$ cat config.mk
export PLATFORM = sky130hd
export DESIGN_NAME = m4inv_ctrl
export DESIGN_NICKNAME = d
export VERILOG_FILES = /design/src/rtl/m4inv_pkg.sv /design/src/rtl/m4inv_ctrl.sv
export SDC_FILE = /design/constraint.sdc
export NUM_CORES = 1
export LEC_CHECK = 0
export BUFFER_PORTS_ARGS = -buffer_cell sky130_fd_sc_hd__buf_2
export CELL_PAD_IN_SITES_DETAIL_PLACEMENT = 1
export CELL_PAD_IN_SITES_GLOBAL_PLACEMENT = 1
export CORE_UTILIZATION = 39
export DETAILED_ROUTE_END_ITERATION = 8
export GPL_TIMING_DRIVEN = 1
export PLACE_DENSITY_LB_ADDON = 0.08
export SYNTH_ARGS = -nofsm -noshare
export SYNTH_HDL_FRONTEND = slang
export SYNTH_SLANG_ARGS = --single-unit
$ cat constraint.sdc
create_clock -name i_clk -period 2.55 [get_ports i_clk]
set_input_delay 0.6375 -clock i_clk [delete_from_list [all_inputs] [get_ports i_clk]]
set_output_delay 0.6375 -clock i_clk [all_outputs]
set_load 0.01 [all_outputs]
$ cat src/rtl/m4inv_pkg.sv
// ----------------------------------------------------------------------------
// m4inv_pkg
// Shared types, constants and the cofactor term table of the 4x4 inverse core.
// ----------------------------------------------------------------------------
package m4inv_pkg;

    localparam int ELEMENT_WIDTH_DEF = 32;
    localparam int FRAC_BITS_DEF     = 16;

    localparam logic [3:0] IDX_LAST  = 4'd15;
    localparam logic [2:0] TERM_LAST = 3'd5;
    localparam logic [1:0] ROW_LAST  = 2'd3;

    typedef struct packed {
        logic [3:0] a;
        logic [3:0] b;
        logic [3:0] c;
        logic       neg;
    } t_term;

    typedef struct packed {
        logic       mat_we;
        logic [3:0] mat_waddr;
        logic [3:0] mat_raddr;
        logic       x_mat;
        logic       x_prod;
        logic       x_adj;
        logic       mul_go;
        logic       cof_clr;
        logic       cof_acc;
        logic       cof_neg;
        logic       adj_we;
        logic [3:0] adj_addr;
        logic       det_clr;
        logic       det_acc;
        logic       det_latch;
        logic       div_go;
        logic       emit;
        logic       emit_sing;
        logic [3:0] emit_idx;
        logic       emit_last;
    } t_cmd;

    typedef struct packed {
        logic mul_done;
        logic div_done;
        logic det_zero;
    } t_stat;

    // Term t of signed cofactor k (adjugate order): three element indices and sign.
    function automatic t_term term_sel(logic [3:0] k, logic [2:0] t);
        logic [1:0] dr;
        logic [1:0] dc;
        logic [1:0] rs0;
        logic [1:0] rs1;
        logic [1:0] rs2;
        logic [1:0] cs [0:2];
        logic [1:0] p0;
        logic [1:0] p1;
        logic [1:0] p2;
        logic       sg;
        t_term      res;
        dr = k[1:0];
        dc = k[3:2];
        rs0   = (dr == 2'd0) ? 2'd1 : 2'd0;
        rs1   = (dr <= 2'd1) ? 2'd2 : 2'd1;
        rs2   = (dr <= 2'd2) ? 2'd3 : 2'd2;
        cs[0] = (dc == 2'd0) ? 2'd1 : 2'd0;
        cs[1] = (dc <= 2'd1) ? 2'd2 : 2'd1;
        cs[2] = (dc <= 2'd2) ? 2'd3 : 2'd2;
        case (t)
            3'd1: begin p0 = 2'd0; p1 = 2'd2; p2 = 2'd1; sg = 1'b1; end
            3'd2: begin p0 = 2'd1; p1 = 2'd0; p2 = 2'd2; sg = 1'b1; end
            3'd3: begin p0 = 2'd1; p1 = 2'd2; p2 = 2'd0; sg = 1'b0; end
            3'd4: begin p0 = 2'd2; p1 = 2'd0; p2 = 2'd1; sg = 1'b0; end
            3'd5: begin p0 = 2'd2; p1 = 2'd1; p2 = 2'd0; sg = 1'b1; end
            default: begin p0 = 2'd0; p1 = 2'd1; p2 = 2'd2; sg = 1'b0; end
        endcase
        res.a   = {rs0, cs[p0]};
        res.b   = {rs1, cs[p1]};
        res.c   = {rs2, cs[p2]};
        res.neg = sg ^ k[0] ^ k[2];
        return res;
    endfunction

endpackage

$ cat src/rtl/m4inv_ctrl.sv
// ----------------------------------------------------------------------------
// m4inv_ctrl
// Sequencer: load, cofactor terms, determinant, per-element division.
// ----------------------------------------------------------------------------
module m4inv_ctrl import m4inv_pkg::*; (
    input  logic  i_clk,
    input  logic  i_rst_n,
    input  logic  i_start,
    output logic  o_busy,
    input  t_stat i_stat,
    output t_cmd  o_cmd
);

    typedef enum logic [4:0] {
        S_IDLE, S_COF_INIT, S_RA, S_RB, S_MB, S_W1, S_MC, S_W2, S_ACC, S_COF_WR,
        S_DET_INIT, S_DA, S_DB, S_DW, S_DACC, S_DCHK, S_QA, S_QB, S_QW, S_QOUT
    } t_state;

    t_state     r_state;
    logic [3:0] r_load;
    logic [3:0] r_k;
    logic [2:0] r_t;
    logic [1:0] r_j;
    t_term      term;

    assign term   = term_sel(r_k, r_t);
    assign o_busy = (r_state != S_IDLE);

    always_ff @(posedge i_clk) begin
        if (!i_rst_n) begin
            r_state <= S_IDLE;
            r_load  <= '0;
            r_k     <= '0;
            r_t     <= '0;
            r_j     <= '0;
        end else begin
            case (r_state)
                S_IDLE: begin
                    if (i_start) begin
                        if (r_load == IDX_LAST) begin
                            r_load  <= '0;
                            r_k     <= '0;
                            r_state <= S_COF_INIT;
                        end else begin
                            r_load <= r_load + 4'd1;
                        end
                    end
                end
                S_COF_INIT: begin
                    r_t     <= '0;
                    r_state <= S_RA;
                end
                S_RA: r_state <= S_RB;
                S_RB: r_state <= S_MB;
                S_MB: r_state <= S_W1;
                S_W1: if (i_stat.mul_done) r_state <= S_MC;
                S_MC: r_state <= S_W2;
                S_W2: if (i_stat.mul_done) r_state <= S_ACC;
                S_ACC: begin
                    if (r_t == TERM_LAST) begin
                        r_state <= S_COF_WR;
                    end else begin
                        r_t     <= r_t + 3'd1;
                        r_state <= S_RA;
                    end
                end
                S_COF_WR: begin
                    if (r_k == IDX_LAST) begin
                        r_j     <= '0;
                        r_state <= S_DET_INIT;
                    end else begin
                        r_k     <= r_k + 4'd1;
                        r_state <= S_COF_INIT;
                    end
                end
                S_DET_INIT: r_state <= S_DA;
                S_DA: r_state <= S_DB;
                S_DB: r_state <= S_DW;
                S_DW: if (i_stat.mul_done) r_state <= S_DACC;
                S_DACC: begin
                    if (r_j == ROW_LAST) begin
                        r_state <= S_DCHK;
                    end else begin
                        r_j     <= r_j + 2'd1;
                        r_state <= S_DA;
                    end
                end
                S_DCHK: begin
                    r_k     <= '0;
                    r_state <= i_stat.det_zero ? S_IDLE : S_QA;
                end
                S_QA: r_state <= S_QB;
                S_QB: r_state <= S_QW;
                S_QW: if (i_stat.div_done) r_state <= S_QOUT;
                S_QOUT: begin
                    if (r_k == IDX_LAST) begin
                        r_state <= S_IDLE;
                    end else begin
                        r_k     <= r_k + 4'd1;
                        r_state <= S_QA;
                    end
                end
                default: r_state <= S_IDLE;
            endcase
        end
    end

    always_comb begin
        o_cmd           = '0;
        o_cmd.mat_waddr = r_load;
        o_cmd.mat_raddr = term.c;
        o_cmd.adj_addr  = r_k;
        o_cmd.cof_neg   = term.neg;
        o_cmd.emit_idx  = r_k;
        o_cmd.emit_last = (r_k == IDX_LAST);
        case (r_state)
            S_IDLE:     o_cmd.mat_we = i_start;
            S_COF_INIT: o_cmd.cof_clr = 1'b1;
            S_RA:       o_cmd.mat_raddr = term.a;
            S_RB: begin
                o_cmd.mat_raddr = term.b;
                o_cmd.x_mat     = 1'b1;
            end
            S_MB:       o_cmd.mul_go = 1'b1;
            S_MC: begin
                o_cmd.x_prod = 1'b1;
                o_cmd.mul_go = 1'b1;
            end
            S_ACC:      o_cmd.cof_acc = 1'b1;
            S_COF_WR:   o_cmd.adj_we = 1'b1;
            S_DET_INIT: o_cmd.det_clr = 1'b1;
            S_DA, S_DW, S_DACC: begin
                o_cmd.mat_raddr = {2'b00, r_j};
                o_cmd.adj_addr  = {r_j, 2'b00};
                o_cmd.det_acc   = (r_state == S_DACC);
            end
            S_DB: begin
                o_cmd.mat_raddr = {2'b00, r_j};
                o_cmd.adj_addr  = {r_j, 2'b00};
                o_cmd.x_adj     = 1'b1;
                o_cmd.mul_go    = 1'b1;
            end
            S_DCHK: begin
                o_cmd.det_latch = 1'b1;
                o_cmd.emit_sing = i_stat.det_zero;
            end
            S_QB:       o_cmd.div_go = 1'b1;
            S_QOUT:     o_cmd.emit = 1'b1;
            default: ;
        endcase
    end

endmodule

==> results.md <==
- Synthesized area per cell: between 7 and 8 um^2
- Final Non-Filler Cells: roughly 340
- Initial core utilization: approximately two fifths
- Synth Instances: 234
- Run status: finished, violations left
- Worst path depth: 8
- IO buf count: 38
- Num CTS Buffers: 3
- Post-synth top area share: 20.4%
- Clock power frac: 44.8%
- CTS tree: built
- Vias in the first global route: roughly 1,900
- Total nets after synthesis: approximately 250
- ANT nets after route: 0
- Yosys reg bits: 18
- Post-layout nets: about 300
- HPWL Detailed: ~4.2 mm
- Ys Warns: 0
- Largest net degree at the start of global routing: 17
- Routed length per instance: ~17 um
- Share of layout cells above drive strength 1: roughly 39%
- Final instance area: ~2300 um^2
- Via Count: between 1,500 and 2,000
- Dpl cell area: ~2000 um^2
- Die footprint: 4790 um^2
- DRC Markers: 0
- Global-route wire length before repair: 9.18 mm
- Worst Max-Slew Pin Slew: between 0.4 and 0.5 ns
- Post-synth EDFFs: 0
- DRT Pass-1 Iters: 4
- Setup TNS: -0.0583 ns
- Crit path largest cell delay: between 0.3 and 0.4 ns
- Final Util: between 50 and 60%
- Gpl congestion: around 0.79
- Crit path required time: 1.91 ns
- Switching share of power: 23.4%
- Comb pwr share: under 10%
- Post-synthesis sequential area ratio: slightly above 20%
- Largest area contributor in the netlist: dfxtp_1
- # clock sinks: 18
- Critical path startpoint category: flop
- Drt via density: about 5.7
- Num rows: 24
- Most used DFF post-synth: dfxtp_1
- Violated checks: setup timing
- Achievable Freq: 386 MHz
- Critical Path Slowest Stage Cell: dfxtp_4
- Worst-path clk slew: 0.08 ns
- Family with the most delay on the worst path: compound AO/OA/AOI/OAI gates
- Static Leak: roughly 0.001 uW
- Height of the chip: roughly 69 um
- Fin crit share: 102%
- Worst-path fanout max: 6
- Async S/R FF share, synth: 0%
- Hold path depth: 2
- Routed WL: roughly 5.7 mm
- Sequential Power Share: around 51%
- Relative slew slack: 70.0%
- Cells taking the most area after synthesis: dfxtp_1 (20%), ha_1 (7.8%), nor2_1 (6.8%), a21oi_1 (4.5%), nand2_1 (4.0%)
- NetSw: between 100 and 150 uW
- Max Root-Sink Buffers: 2
- VDD IR-drop max: approximately 0.19 mV
- Clock root buffer: clkbuf_8
- Hold_ws: 0.504 ns
- PwrDens: 241 nW/um^2
- Critical Path Most Common Cell: a221o_1
- Unique masters post-synth: between 60 and 70
- Antenna fix cells: 0
- Max_cap viols: 0
- Internal power: roughly 430 uW
- Synthesized cell area: 1760 um^2
- Placed cells: 325
- First-iteration detailed-routing DRC count: 46
- Crit path time final: between 2 and 3 ns
- Synthesis-to-layout area growth: 31.8%
- Final setup margin: -0.0399 ns
- Max-slew violations: 0
- Worst reg2reg path depth: 7
- Crit Path Category: reg2out
- Crit path cell chain: inv_4 -> ha_4 -> nor2b_4 -> a21o_1 -> a221o_1 -> o22ai_1 -> a221o_1 -> buf_2
- CP endpoint kind: primary output
- Unrepaired setup endpoints after global routing: yes
- Final Hold Fails: 0
- CP arrival: around 2 ns
- CTS H-tree lvls: 1
- Ports: 39
- Tightest Hold Check Type: reg2reg
- Worst Path Buf+Inv: 2
- Die width: between 60 and 70 um
- Clk_lat worst skew: 0.27 ns
- Initial antenna violation count: 0
- Setup Skew: 0.00607 ns
- Setup violators final: 2
- Tot GR Track Use: roughly a quarter
- Core box area: 4350 um^2
- Grt total ovfl: 0
- Register-to-register path setup slack: roughly 0.53 ns
layer usage:
metal / vias to the layer above / global-route usage (%) / part of all wire [%]
met3: 4 / 1.02 / 3.0
met1: 946 / 30.2 / 45
li1: 948 / - / -
met2: 39 / 42.0 / 51
met5: - / 0 / 0
met4: 0 / 6.58 / 1.1
per-stage QoR:
| stage | setup slack, ns | power (uW) |
|---|---|---|
| after floorplan | 0.262 | 306 |
| after global placement | 0.116 | 318 |
| after detailed placement | 0.0207 | 318 |
| after CTS | -0.00286 | 567 |
| after global routing | -0.0842 | 576 |
| final | -0.0399 | 561 |
area by class of cell:
class | instances | area (um^2)
clock buffers | 4 | 55.1
well taps | 52 | 65.1
fillers | 556 | 2030
repair buffers | 65 | 409
multi-input cells | 189 | 1380
flip-flops and latches | 18 | 370
inverters | 10 | 42.5
kinds of logic after synthesis:
| group | synth area share, % |
|---|---|
| and+or+nand+nor | 32.3 |
| DFF | 20.4 |
| muxes | 4.19 |
| AOI/OAI and AO/OA | 23.9 |
| buffers and inverters | 8.30 |
| xor gates and xnor gates | 2.48 |
| adders and majority gates | 8.37 |
cell usage after synthesis, types with 3 or more instances:
cell type	instances
dfxtp_1	18
a21oi_1	16
nor2b_1	5
nand2b_1	5
nor3_2	4
buf_2	6
o22ai_1	3
o21ai_0	8
ha_1	11
mux2_2	3
a22oi_1	3
buf_6	3
nor2_1	32
nor3_1	6
nand3_1	9
clkbuf_1	4
buf_4	4
nand2_1	19
mux2i_1	4
xor2_1	3
inv_1	10
placed cells by master, fill, tap and decap left out, types with 3 or more instances in the layout:
cell type / instances
buf_2: 38
nor2_1: 27
buf_4: 25
nand2_1: 19
a21oi_1: 14
dfxtp_1: 14
nand3_1: 9
inv_1: 8
o21ai_0: 8
ha_1: 6
nor3_2: 5
nor3_1: 5
nand2b_1: 5
nor2b_1: 4
mux2i_1: 4
ha_4: 4
clkbuf_8: 4
nor2_2: 3
nor2_4: 3
xor2_1: 3
o22ai_1: 3
mux2_2: 3
what timing repair did:
action                                  CTS  global route
hold buffers                              0             0
gates resized for setup                  24            14
pin swaps                                 2             7
endpoints found under the setup margin    4             5
setup buffers                             3             6
path summary, 6_finish.rpt:
path	from	to
worst min-delay path	r_load[1]$_SDFFE_PN0P_	r_load[1]$_SDFFE_PN0P_
worst min register to register	r_load[1]$_SDFFE_PN0P_	r_load[1]$_SDFFE_PN0P_
worst max register to register	r_k[0]$_SDFFE_PN0P_	r_k[3]$_SDFFE_PN0P_
worst max-delay path	r_t[1]$_SDFFE_PN0P_	o_cmd[24]
state kept, by name, summed over array words and instances, names as in the netlist:
signal	cells
r_state	5
r_load	4
r_j	2
r_t	3
r_k	4
power groups by stage:
stage               sequential, uW  clock [uW]  combinational (uW)
floorplan                      294           0                12.5
global placement               293           0                25.6
detailed placement             293           0                25.6
CTS                            284         257                25.9
global route                   284         263                28.6
finish                         284         251                25.8
worst register-to-register path, delay by kind of cell, from the launching register on:
kind / cells / cell delay (ns)
AO/OA/AOI/OAI: 2 / 0.50
flip-flops: 1 / 0.39
AND/OR/NAND/NOR: 3 / 0.57
buffers and inverters: 1 / 0.20
adder cells (fa/ha/maj): 1 / 0.26
(Power assumes the default switching activity.)
